[config.mk]
export PLATFORM = sky130hd
export DESIGN_NAME = substring_first_match_search_flat
export DESIGN_NICKNAME = d
export VERILOG_FILES = /design/src/sv/sfms_pkg.sv /design/src/sv/sfms_char_if.sv /design/src/sv/sfms_result_if.sv /design/src/sv/sfms_cell.sv /design/src/sv/substring_first_match_search.sv /design/src/flat_wrapper.sv
export SDC_FILE = /design/constraint.sdc
export NUM_CORES = 2
export LEC_CHECK = 0
export ABC_AREA = 1
export BUFFER_PORTS_ARGS = -buffer_cell sky130_fd_sc_hd__buf_2
export CAP_MARGIN = 10
export CELL_PAD_IN_SITES_DETAIL_PLACEMENT = 1
export CELL_PAD_IN_SITES_GLOBAL_PLACEMENT = 2
export CORE_MARGIN = 10
export CORE_UTILIZATION = 35
export CTS_CLUSTER_SIZE = 14
export DETAILED_ROUTE_END_ITERATION = 6
export HOLD_SLACK_MARGIN = 0.15
export PLACE_DENSITY_LB_ADDON = 0.3
export SLEW_MARGIN = 20
export SYNTH_ARGS = -nofsm -noshare
export SYNTH_HDL_FRONTEND = slang
export SYNTH_SLANG_ARGS = --single-unit
[constraint.sdc]
create_clock -name clk -period 3.8 [get_ports clk]
set_input_delay 0.38 -clock clk [delete_from_list [all_inputs] [get_ports clk]]
set_output_delay 0.38 -clock clk [all_outputs]
set_load 0.01 [all_outputs]
[src/sv/sfms_pkg.sv]
`timescale 1ns / 1ps
// ----------------------------------------------------------------------------
// sfms_pkg
// shared types and constants of the first-match substring search
// ----------------------------------------------------------------------------
package sfms_pkg;

  localparam int CHAR_W            = 16;
  localparam int START_W           = 16;
  localparam int MATCH_POS_W       = 16;
  localparam int MAX_PATTERN_DEF   = 64;
  localparam int POSITION_BITS_DEF = 16;

  // result status codes
  typedef enum logic [1:0] {
    STATUS_FOUND      = 2'd0,
    STATUS_NOT_FOUND  = 2'd1,
    STATUS_PAT_LONG   = 2'd2,
    STATUS_TEXT_LONG  = 2'd3
  } status_t;

  // input word mode
  typedef enum logic {
    MODE_PATTERN = 1'b0,
    MODE_TEXT    = 1'b1
  } mode_t;

  // control broadcast to every cell of the chain
  typedef struct packed {
    logic              write;  // pattern char written somewhere this cycle
    logic              shift;  // text char advances the match chain
    logic              clear;  // drop partial matches
    logic [CHAR_W-1:0] ch;     // char of the word being taken
  } cell_ctrl_t;

endpackage

[src/sv/sfms_char_if.sv]
`timescale 1ns / 1ps
// ----------------------------------------------------------------------------
// sfms_char_if
// input channel: one pattern or text char per word
// ----------------------------------------------------------------------------
interface sfms_char_if import sfms_pkg::*; ();
  logic              valid;
  logic              ready;
  logic              mode;
  logic [CHAR_W-1:0] char_value;
  logic              last_char;

  modport source (output valid, output mode, output char_value, output last_char,
                  input ready);
  modport sink   (input valid, input mode, input char_value, input last_char,
                  output ready);
endinterface

[src/sv/sfms_result_if.sv]
`timescale 1ns / 1ps
// ----------------------------------------------------------------------------
// sfms_result_if
// output channel: one search result per word
// ----------------------------------------------------------------------------
interface sfms_result_if import sfms_pkg::*; ();
  logic                   valid;
  logic                   ready;
  status_t                status;
  logic [MATCH_POS_W-1:0] match_position;

  modport source (output valid, output status, output match_position, input ready);
  modport sink   (input valid, input status, input match_position, output ready);
endinterface

[src/sv/sfms_cell.sv]
`timescale 1ns / 1ps
// ----------------------------------------------------------------------------
// sfms_cell
// one pattern position: holds its pattern char, its end-of-pattern flag and
// the partial match bit that it hands to the next cell
// ----------------------------------------------------------------------------
module sfms_cell import sfms_pkg::*; (
  input  logic       clk,
  input  logic       rst,
  input  cell_ctrl_t ctrl,
  input  logic       sel,        // this cell is the write target
  input  logic       match_prev, // partial match of the previous cell
  output logic       match,      // pattern[0..k] ends at the last text char
  output logic       hit         // full pattern ends at the incoming char
);

  logic [CHAR_W-1:0] pchar;
  logic              is_last;
  logic              match_next;

  assign match_next = match_prev && (pchar == ctrl.ch);
  assign hit        = ctrl.shift && match_next && is_last;

  always_ff @(posedge clk) begin
    if (ctrl.write && sel) begin
      pchar <= ctrl.ch;
    end
  end

  always_ff @(posedge clk) begin
    if (rst) begin
      is_last <= 1'b0;
      match   <= 1'b0;
    end else begin
      if (ctrl.write) begin
        is_last <= sel;
      end
      if (ctrl.clear) begin
        match <= 1'b0;
      end else if (ctrl.shift) begin
        match <= match_next;
      end
    end
  end

endmodule

[src/sv/substring_first_match_search.sv]
`timescale 1ns / 1ps
// ----------------------------------------------------------------------------
// substring_first_match_search
// the result of a final text char is on the output in the cycle after the
// char is taken; one char per cycle while no held result stalls the input,
// set by the cell chain comparing every pattern position in the same cycle
// reset: pattern, text state and start position cleared; the pattern chars
// themselves are not cleared and are only used once written
// ----------------------------------------------------------------------------
module substring_first_match_search import sfms_pkg::*; #(
  parameter int MAX_PATTERN   = MAX_PATTERN_DEF,
  parameter int POSITION_BITS = POSITION_BITS_DEF
) (
  input  logic               clk,
  input  logic               rst,
  input  logic               cfg_wr_en,
  input  logic [START_W-1:0] cfg_wr_data,
  sfms_char_if.sink          chars,
  sfms_result_if.source      results
);

  localparam int IDX_W = $clog2(MAX_PATTERN);
  localparam int LEN_W = $clog2(MAX_PATTERN + 1);
  localparam int TP_W  = POSITION_BITS + 1;
  // compare width for candidate start against the start register
  localparam int CMP_W = (POSITION_BITS > START_W) ? POSITION_BITS : START_W;
  localparam logic [TP_W-1:0]  POS_LIMIT = TP_W'(1) << POSITION_BITS;
  localparam logic [LEN_W-1:0] LEN_MAX   = LEN_W'(MAX_PATTERN);

  // config register
  logic [START_W-1:0] start_position;

  // pattern state
  logic [LEN_W-1:0] pattern_length;
  logic             pattern_complete;
  logic             pattern_overflow;

  // text state
  logic [TP_W-1:0]          text_position;
  logic                     match_found;
  logic [POSITION_BITS-1:0] found_position;

  // output register
  logic                   res_valid;
  status_t                res_status;
  logic [MATCH_POS_W-1:0] res_pos;

  // handshake: a new word may enter while the result register drains
  logic accept;
  logic is_text;
  assign chars.ready = !res_valid || results.ready;
  assign accept      = chars.valid && chars.ready;
  assign is_text     = (chars.mode == MODE_TEXT);

  assign results.valid          = res_valid;
  assign results.status         = res_status;
  assign results.match_position = res_pos;

  // pattern load: a char after a completed pattern starts a new one
  logic [LEN_W-1:0] eff_len;
  logic             room;
  logic             pat_write;
  assign eff_len   = pattern_complete ? '0 : pattern_length;
  assign room      = (eff_len < LEN_MAX);
  assign pat_write = accept && !is_text && room;

  // text position below the limit keeps matching
  logic under_limit;
  logic shift;
  assign under_limit = !text_position[POSITION_BITS];
  assign shift       = accept && is_text && under_limit;

  logic text_done;
  assign text_done = accept && is_text && chars.last_char;

  cell_ctrl_t ctrl;
  always_comb begin
    ctrl.write = pat_write;
    ctrl.shift = shift;
    // any pattern char or a finished text drops the partial matches
    ctrl.clear = (accept && !is_text) || text_done;
    ctrl.ch    = chars.char_value;
  end

  // chain of cells, cell k matches pattern[k] and passes its bit to k+1
  logic [MAX_PATTERN-1:0] cell_match;
  logic [MAX_PATTERN-1:0] cell_hit;

  for (genvar k = 0; k < MAX_PATTERN; k++) begin : g_cell
    logic prev;
    if (k == 0) begin : g_head
      assign prev = 1'b1;
    end else begin : g_link
      assign prev = cell_match[k-1];
    end
    sfms_cell u_cell (
      .clk        (clk),
      .rst        (rst),
      .ctrl       (ctrl),
      .sel        (eff_len[IDX_W-1:0] == IDX_W'(k)),
      .match_prev (prev),
      .match      (cell_match[k]),
      .hit        (cell_hit[k])
    );
  end

  // only the cell at the pattern's end can raise a hit
  logic hit;
  assign hit = |cell_hit;

  // start of the match ending at this char: position + 1 - length
  logic [TP_W-1:0]          start_full;
  logic [POSITION_BITS-1:0] cand_start;
  logic                     start_ok;
  logic                     take_match;
  assign start_full = text_position + TP_W'(1) - TP_W'(pattern_length);
  assign cand_start = start_full[POSITION_BITS-1:0];
  assign start_ok   = (CMP_W'(cand_start) >= CMP_W'(start_position));
  assign take_match = hit && !match_found && !pattern_overflow && start_ok;

  // text state after this char
  logic [TP_W-1:0]          tpos_next;
  logic                     found_next;
  logic [POSITION_BITS-1:0] fpos_next;
  always_comb begin
    tpos_next  = text_position;
    found_next = match_found;
    fpos_next  = found_position;
    if (under_limit) begin
      tpos_next = text_position + TP_W'(1);
    end else begin
      tpos_next = POS_LIMIT + TP_W'(1);
    end
    if (take_match) begin
      found_next = 1'b1;
      fpos_next  = cand_start;
    end
  end

  // result of a final text char, overflow first
  status_t                status_next;
  logic [MATCH_POS_W-1:0] pos_next;
  always_comb begin
    status_next = STATUS_NOT_FOUND;
    pos_next    = '0;
    if (pattern_overflow) begin
      status_next = STATUS_PAT_LONG;
    end else if (tpos_next > POS_LIMIT) begin
      status_next = STATUS_TEXT_LONG;
    end else if (found_next) begin
      status_next = STATUS_FOUND;
      pos_next    = MATCH_POS_W'(fpos_next);
    end
  end

  // config register
  always_ff @(posedge clk) begin
    if (rst) begin
      start_position <= '0;
    end else if (cfg_wr_en) begin
      start_position <= cfg_wr_data;
    end
  end

  // pattern bookkeeping
  always_ff @(posedge clk) begin
    if (rst) begin
      pattern_length   <= '0;
      pattern_complete <= 1'b0;
      pattern_overflow <= 1'b0;
    end else if (accept && !is_text) begin
      pattern_complete <= chars.last_char;
      if (room) begin
        pattern_length   <= eff_len + LEN_W'(1);
        pattern_overflow <= pattern_complete ? 1'b0 : pattern_overflow;
      end else begin
        pattern_length   <= eff_len;
        pattern_overflow <= 1'b1;
      end
    end
  end

  // text bookkeeping, cleared by a pattern char or a finished text
  always_ff @(posedge clk) begin
    if (rst) begin
      text_position  <= '0;
      match_found    <= 1'b0;
      found_position <= '0;
    end else if (accept) begin
      if (!is_text || chars.last_char) begin
        text_position  <= '0;
        match_found    <= 1'b0;
        found_position <= '0;
      end else begin
        text_position  <= tpos_next;
        match_found    <= found_next;
        found_position <= fpos_next;
      end
    end
  end

  // output register
  always_ff @(posedge clk) begin
    if (rst) begin
      res_valid <= 1'b0;
    end else if (text_done) begin
      res_valid <= 1'b1;
    end else if (results.ready) begin
      res_valid <= 1'b0;
    end
  end

  always_ff @(posedge clk) begin
    if (text_done) begin
      res_status <= status_next;
      res_pos    <= pos_next;
    end
  end

endmodule
[src/flat_wrapper.sv]
// flat-port wrapper written by rule: the top's interface ports become plain ports
module substring_first_match_search_flat import sfms_pkg::*;
#(
  parameter int MAX_PATTERN   = MAX_PATTERN_DEF,
  parameter int POSITION_BITS = POSITION_BITS_DEF
)
  (clk, rst, cfg_wr_en, cfg_wr_data, chars_valid, chars_mode, chars_char_value, chars_last_char, chars_ready, results_valid, results_status, results_match_position, results_ready);
  sfms_char_if chars_i ();
  sfms_result_if results_i ();
  input  logic clk;
  input  logic rst;
  input  logic cfg_wr_en;
  input  logic [START_W-1:0] cfg_wr_data;
  input wire logic [$bits(chars_i.valid)-1:0] chars_valid;
  input wire logic [$bits(chars_i.mode)-1:0] chars_mode;
  input wire logic [$bits(chars_i.char_value)-1:0] chars_char_value;
  input wire logic [$bits(chars_i.last_char)-1:0] chars_last_char;
  output wire logic [$bits(chars_i.ready)-1:0] chars_ready;
  output wire logic [$bits(results_i.valid)-1:0] results_valid;
  output wire logic [$bits(results_i.status)-1:0] results_status;
  output wire logic [$bits(results_i.match_position)-1:0] results_match_position;
  input wire logic [$bits(results_i.ready)-1:0] results_ready;
  assign chars_i.valid = chars_valid;
  assign chars_i.mode = chars_mode;
  assign chars_i.char_value = chars_char_value;
  assign chars_i.last_char = chars_last_char;
  assign chars_ready = chars_i.ready;
  assign results_valid = results_i.valid;
  assign results_status = results_i.status;
  assign results_match_position = results_i.match_position;
  assign results_i.ready = results_ready;
  substring_first_match_search #(.MAX_PATTERN(MAX_PATTERN), .POSITION_BITS(POSITION_BITS)) u_core (.clk(clk), .rst(rst), .cfg_wr_en(cfg_wr_en), .cfg_wr_data(cfg_wr_data), .chars(chars_i), .results(results_i));
endmodule
### Yosys cells after proc, flatten, opt, wreduce, memory -nomap -nowiden

Index checks and enable logic that the tools add are counted.

| storage, ports and cells | value |
|---|---|
| register bits after elaboration | 1,229 |
| bits in latches | 0 |
| RAM bits | 0 |
| memory bits (read-only) | 0 |
| word-level logic and storage cells | 630 |
| memories kept | 0 |

| operators by class | value |
|---|---|
| add/subtract/negate cells | 3 |
| $mul | 0 |
| divide/modulo/power cells | 0 |
| magnitude comparators | 3 |
| equality and inequality tests | 128 |
| shift operators | 0 |
| muxes and demuxes | 14 |
| bitwise operators | 1 |
| reduce and logical (&&, ||, !) cells | 279 |

Operators by type and width:

| cell | count |
|---|---|
| == test 16 bit | 64 |
| logical AND 1 bit | 264 |
| == test 6 bit, second input constant | 32 |
| == test 6 x 5 -> 1 bit, second input constant | 16 |
| OR reduction 64 bit | 1 |
| == test 6 x 4 -> 1 bit, second input constant | 8 |
| two-way mux 17 bit | 2 |
| two-way mux 16 bit | 2 |
| == test 6 x 3 -> 1 bit, second input constant | 4 |
| adder 17 x 1 -> 17 bit, second input constant | 1 |
| > comparator 17 bit, second input constant | 1 |
| greater-or-equal comparator 16 bit | 1 |
| subtractor 16 x 7 -> 16 bit | 1 |
| two-way mux 7 bit | 2 |
| == test 6 x 2 -> 1 bit, second input constant | 2 |
| two-way mux 1 bit | 8 |
| adder 7 x 1 -> 7 bit, second input constant | 1 |
| < comparator 7 bit, second input constant | 1 |
| == test 6 x 1 -> 1 bit, second input constant | 1 |
| logical NOT 6 bit | 1 |
| logical NOT 1 bit | 5 |
| OR reduction 2 bit | 2 |
| logical OR 1 bit | 3 |
| OR reduction 3 bit | 1 |
| 4 further kinds | 4 |

### Longest topological paths before layout

| depth | value |
|---|---|
| depth after elaboration | 14 |
| mapped depth | 31 |
| depth with buffers taken out | 30 |

### Cells and area by module

From an unflattened synthesis, not the netlist that was laid out.

| second synthesis, totals | value |
|---|---|
| cells, all modules | 9,528 |
| area total of the unflattened synthesis | 69,553.0 um^2 |

Modules (own cells, without submodules):

| module | instances | cells an instance | area an instance (um^2) | sequential area each (um^2) |
|---|---|---|---|---|
| sfms_cell | 64 | 136 | 1,002.2 | 520.5 |
| substring_first_match_search | 1 | 824 | 5,411.4 | 1,741.7 |

### Least setup slack after synthesis

Ideal clock, no wire load.

| path | value |
|---|---|
| path type | register -> register |
| start | register u_core.text_position[0] |
| end | register u_core.res_pos[14] (netlist: u_core.results.match_position[14]), data pin |
| data arrival time | 3,767 ps |
| required time | 3,542 ps |
| path slack | -226 ps |
| cell stages (with the launch flop) | 28 |
| clock period less this slack | 4,026 ps |
| cells stage by stage | dfxtp_1 ha_1 xor2_1 ha_1 a21oi_1 nand2_1 nand2_1 nand2_1 a21oi_1 o21ai_0 nor3_2 nand2_1 nand2_1 nand2_1 ha_1 nand2_1 inv_1 nand3_1 inv_1 a21oi_1 nand3_1 nand3_1 clkinv_1 o21ai_4 nand2_1 nand3_4 buf_6 a21oi_1 |

| on the way | value |
|---|---|
| longest elaborated chain between the ends | 7 |
| elaborated cells between the ends (all ways) | 10 |

RTL lines:

| what | line | source |
|---|---|---|
| start: declaration | substring_first_match_search.sv:39 | `logic [TP_W-1:0] text_position;` |
| start signal: assignment | substring_first_match_search.sv:195 | `text_position <= tpos_next;` |
| adder 17 x 1 -> 17 bit (*) | substring_first_match_search.sv:116 | `assign start_full = text_position + TP_W'(1) - TP_W'(pattern_length);` |
| subtractor 16 x 7 -> 16 bit | substring_first_match_search.sv:116 |  |
| greater-or-equal comparator 16 bit | substring_first_match_search.sv:118 | `assign start_ok = (CMP_W'(cand_start) >= CMP_W'(start_position));` |
| logical AND 1 bit | substring_first_match_search.sv:119 | `assign take_match = hit && !match_found && !pattern_overflow && start_ok;` |
| two-way mux 1 bit | substring_first_match_search.sv:134 | `if (take_match) begin` |
| NOT 1 bit (no line) | -- |  |
| OR reduction 3 bit (no line) | -- |  |
| end signal: assignment | substring_first_match_search.sv:216 | `res_pos <= pos_next;` |
| end: declaration | substring_first_match_search.sv:46 | `logic [MATCH_POS_W-1:0] res_pos;` |

Every way passes the cells marked *; elsewhere a longest branch is shown, timed or not.
A chain may end at the register's enable or synchronous reset.

### Final worst setup path

| path | value |
|---|---|
| start | register u_core.text_position[1] |
| end | register u_core.res_pos[12] (netlist: u_core.results.match_position[12]), data pin |

Same word-level chain as after synthesis.

==> results.cfg <==
[timing]
timing.final.crit_share = 1.02
finalSetupViolCount = 34
setup_ws_ps = -84.7
slew_headroom = 0.184
final-max-slew-violation-count = 0
worst_pin_slew_ps = 1220
rsz_0062_raised_after_global_routing = true
final-hold-violation-count = 0
max_freq_ghz = 0.257
period_minus_slack_ps = 3880
fin_tns_setup_ps = -1970
setup_skew_after_layout_ps = 27.8

[grt]
grt_util_met1 = 0.295
wire_length_of_the_first_global_routing_pass_mm = 291
grt_overflow_total = 0
grt_most_used_layer = met2
grt_use_met2 = 0.374
grt_antenna_before_repair = 9
grt_start_max_net_pins = 104
met3_routing_resource_usage_after_global_routing = 0.0380
grt.total_usage = 0.224
grt_pass1_vias = 43901

[synth]
most_common_library_cells_after_synthesis = sky130_fd_sc_hd__nand2_1 (1677), sky130_fd_sc_hd__edfxtp_1 (1042), sky130_fd_sc_hd__nor2_1 (766)
netlist-cell-type-count = 43
register_bit_count_reported_by_yosys = 1229
syn-mean-instance-area_um2 = 9.68
synth.area.top_cells = sky130_fd_sc_hd__edfxtp_1 (56%), sky130_fd_sc_hd__nand2_1 (11%), sky130_fd_sc_hd__dfxtp_1 (6.7%), sky130_fd_sc_hd__nor2_1 (5.1%), sky130_fd_sc_hd__xnor2_1 (3.3%)
synth_area_um2 = 56000
post_synth_inst_count = 5780
post_synth_top_area_share = 0.559
yosys.cell_count.top_type = sky130_fd_sc_hd__nand2_1
postSynthNetCount = 5848
yosysWarningCount = 0
ys_dominant_reg_cell = sky130_fd_sc_hd__edfxtp_1
synth_async_sr_flop_share = 0
ys_seq_area_frac = 0.626
synth-edff-count = 1042
yosys.area.top_type = sky130_fd_sc_hd__edfxtp_1

[layout]
finalInstanceArea_um2 = 66800
layout-area-overhead-vs-synth_pct = 19.4
fillerInstances = 17659
ratio_of_cells_with_drive_above_1_in_the_final_layout = 0.127
finish.net_count = 6200

[floorplanning]
start_util = 0.353
die_extent_in_x_um = 420
placeableCoreArea_um2 = 159000
die_y_um = 420
io_pins = 59
floorplan.die_area_um2 = 176000
row_count = 146

[route]
route.detailed.drc = 0
routed-via-count = 42702
dr.first_iter.drc_count = 3088
drt_first_pass_iters = 6
routed_wire_length_per_instance_um = 24.1
wirelength_mm = 201
route.antenna.remaining_nets = 0
viasPerCell = 5.13

[setup_path]
startpoint_type = flop
critPathKind = reg -> reg
path_max_fanout = 8
endpoint_kind = flop
crit_arrival_ps = 4510
reg2reg_from = u_core.text_position[1]$_SDFFE_PP0P_
worst_r2r_endpoint = u_core.results.match_position[12]$_SDFFCE_PP0P_
setup.reg_to_reg.worst_slack_ps = -80
timing.critical_path.required_ps = 4420
reg2regPathDepth = 27

[place]
dpl.hpwl_mm = 129
place_area_um2 = 61100
place_congestion = 0.826
dp_worst_setup_slack_ps = -550
io_buffer_count = 58

[pwr]
power_leakage_nw = 25.4
p_per_area_nw_per_um2 = 454
post-layout-total-power_mw = 30.4
worst_case_vdd_ir_drop_mv = 0.383

[cts]
cts-htree-levels = 4
tritoncts = done
cts_max_path_buffers = 3
clockRootBuffer = sky130_fd_sc_hd__clkbuf_16
worstSkewPairLatency_ps = 790
cts.clk_slew.worst_paths_ps = 60
clkSinkCount = 1229
tritoncts.num_buffers = 141

[flow_run]
max_cap_viol_count = 0

[worst_hold_path]
worst_hold_path.endpoint = u_core.found_position[15]$_SDFFE_PP0P_
hold_class = in -> reg
hold_path.startpoint = rst
hold_depth = 3

[status]
run_status = finished with violations
violated_checks = setup timing
metal layers:
metal / vias up / share of wire
met1: 21571 / 0.44
li1: 19799 / -
met2: 1026 / 0.48
met3: 302 / 0.053
met4: 4 / 0.031
met5: - / 0.00011
flip-flops by register name, summed over array words and instances, names as in the netlist, 2 cells and up:
| name | flops |
|---|---|
| u_core.pattern_length | 7 |
| u_core.g_cell.u_cell.match | 63 |
| u_core.found_position | 16 |
| u_core.g_cell.u_cell.pchar | 1024 |
| u_core.g_cell.u_cell.is_last | 64 |
| u_core.text_position | 17 |
| u_core.results.status | 2 |
| u_core.start_position | 16 |
| u_core.results.match_position | 16 |
what timing repair did:
item | in CTS | in global routing
hold buffers | 36 | 0
setup endpoints to repair | 34 | 34
resized for setup | 75 | 100
gates cloned | 2 | 0
buffers inserted | 10 | 8
pin swaps | 19 | 52
endpoints found under the hold margin | 364 | 0
cell usage in the layout (no fill, tap or decap), types with 6 or more instances in the layout:
| master | count |
|---|---|
| sky130_fd_sc_hd__nand2_1 | 1635 |
| sky130_fd_sc_hd__edfxtp_1 | 1042 |
| sky130_fd_sc_hd__nor2_1 | 758 |
| sky130_fd_sc_hd__inv_1 | 432 |
| sky130_fd_sc_hd__o21ai_0 | 357 |
| sky130_fd_sc_hd__buf_4 | 288 |
| sky130_fd_sc_hd__xnor2_1 | 211 |
| sky130_fd_sc_hd__nand3_1 | 195 |
| sky130_fd_sc_hd__dfxtp_1 | 185 |
| sky130_fd_sc_hd__a21oi_1 | 181 |
| sky130_fd_sc_hd__clkbuf_16 | 145 |
| sky130_fd_sc_hd__xor2_1 | 76 |
| sky130_fd_sc_hd__o21ai_1 | 72 |
| sky130_fd_sc_hd__buf_12 | 71 |
| sky130_fd_sc_hd__nand4_1 | 68 |
| sky130_fd_sc_hd__clkbuf_1 | 53 |
| sky130_fd_sc_hd__buf_2 | 41 |
| sky130_fd_sc_hd__o211ai_1 | 40 |
| sky130_fd_sc_hd__dlygate4sd3_1 | 36 |
| sky130_fd_sc_hd__nor3_1 | 34 |
| sky130_fd_sc_hd__a21oi_2 | 30 |
| sky130_fd_sc_hd__nand2_2 | 29 |
| sky130_fd_sc_hd__buf_6 | 22 |
| sky130_fd_sc_hd__nand3_2 | 19 |
| sky130_fd_sc_hd__clkinv_2 | 19 |
| sky130_fd_sc_hd__or2_1 | 18 |
| sky130_fd_sc_hd__clkbuf_8 | 18 |
| sky130_fd_sc_hd__nand2_4 | 16 |
| sky130_fd_sc_hd__or2_2 | 16 |
| sky130_fd_sc_hd__ha_1 | 16 |
| sky130_fd_sc_hd__or2_0 | 13 |
| sky130_fd_sc_hd__inv_2 | 12 |
| sky130_fd_sc_hd__ha_4 | 12 |
| sky130_fd_sc_hd__clkinv_1 | 12 |
| sky130_fd_sc_hd__inv_4 | 10 |
| sky130_fd_sc_hd__nor2_2 | 7 |
| sky130_fd_sc_hd__nand3_4 | 6 |
kinds of logic after synthesis:
group	after synthesis	synth area share
adder cells (fa/ha/maj)	29	0.00662
XOR/XNOR	291	0.0455
flip-flops	1229	0.626
AO/OA/AOI/OAI	702	0.0656
AND/OR/NAND/NOR	2821	0.201
buffers and inverters	708	0.0555
critical path, stage by stage, from the launching register on:
cell and delay [ps]:
sky130_fd_sc_hd__dfxtp_2 370, sky130_fd_sc_hd__nand2_1 90, sky130_fd_sc_hd__nor2_2 120, sky130_fd_sc_hd__nand2_1 80, sky130_fd_sc_hd__o21ai_0 180, sky130_fd_sc_hd__nand2_1 100
sky130_fd_sc_hd__inv_1 120, sky130_fd_sc_hd__ha_4 220, sky130_fd_sc_hd__nor2_1 120, sky130_fd_sc_hd__a21oi_2 60, sky130_fd_sc_hd__a21o_1 210, sky130_fd_sc_hd__nor2_2 160
sky130_fd_sc_hd__nand3_2 140, sky130_fd_sc_hd__o21ai_2 150, sky130_fd_sc_hd__nand2_2 100, sky130_fd_sc_hd__ha_4 280, sky130_fd_sc_hd__nand2_4 60, sky130_fd_sc_hd__inv_2 60
sky130_fd_sc_hd__nand3_4 80, sky130_fd_sc_hd__nor3_4 130, sky130_fd_sc_hd__nand3_1 100, sky130_fd_sc_hd__nand3_2 90, sky130_fd_sc_hd__nand3_2 90, sky130_fd_sc_hd__clkinv_4 90
sky130_fd_sc_hd__o21ai_4 90, sky130_fd_sc_hd__nand2_4 110, sky130_fd_sc_hd__nand3_4 180, sky130_fd_sc_hd__a21oi_2 170
metrics by stage:
stage,util,hold WS [ps],std cells
after floorplan,-,433,5780
after global placement,0.385,453,8005
after detailed placement,0.385,455,8005
after CTS,0.418,167,8311
after global routing,0.421,207,8319
final,0.421,212,8320
worst max-delay path by stage:
stage | slack [ps] | depth (start not counted) | end | start
finish | -80 | 27 | u_core.results.match_position[12]$_SDFFCE_PP0P_ | u_core.text_position[1]$_SDFFE_PP0P_
global route | -330 | 30 | u_core.found_position[13]$_SDFFE_PP0P_ | u_core.text_position[0]$_SDFFE_PP0P_
CTS | -260 | 27 | u_core.results.match_position[2]$_SDFFCE_PP0P_ | u_core.text_position[1]$_SDFFE_PP0P_
detailed placement | -550 | 27 | u_core.results.match_position[3]$_SDFFCE_PP0P_ | u_core.text_position[0]$_SDFFE_PP0P_
global placement | -350 | 27 | u_core.results.match_position[11]$_SDFFCE_PP0P_ | u_core.text_position[0]$_SDFFE_PP0P_
floorplan | 10 | 27 | u_core.results.match_position[8]$_SDFFCE_PP0P_ | u_core.text_position[0]$_SDFFE_PP0P_
power by group:
part / switching, mW / internal [mW]
combinational: 1.61 / 0.732
clock: 5.62 / 7.73
sequential: 0.0171 / 14.6
layout make-up:
cell class,count,area (um2),share of cell area
well taps,2072,2590,0.0388
repair buffers,459,4410,0.0660
multi-input cells,3844,18600,0.278
flip-flops and latches,1229,35000,0.524
diodes,1,2.50,0.0000374
inverters,457,1750,0.0262
clock buffers,216,4080,0.0610
clock inverters,42,377,0.00563
No activity file was read; power rests on OpenSTA's default activity.
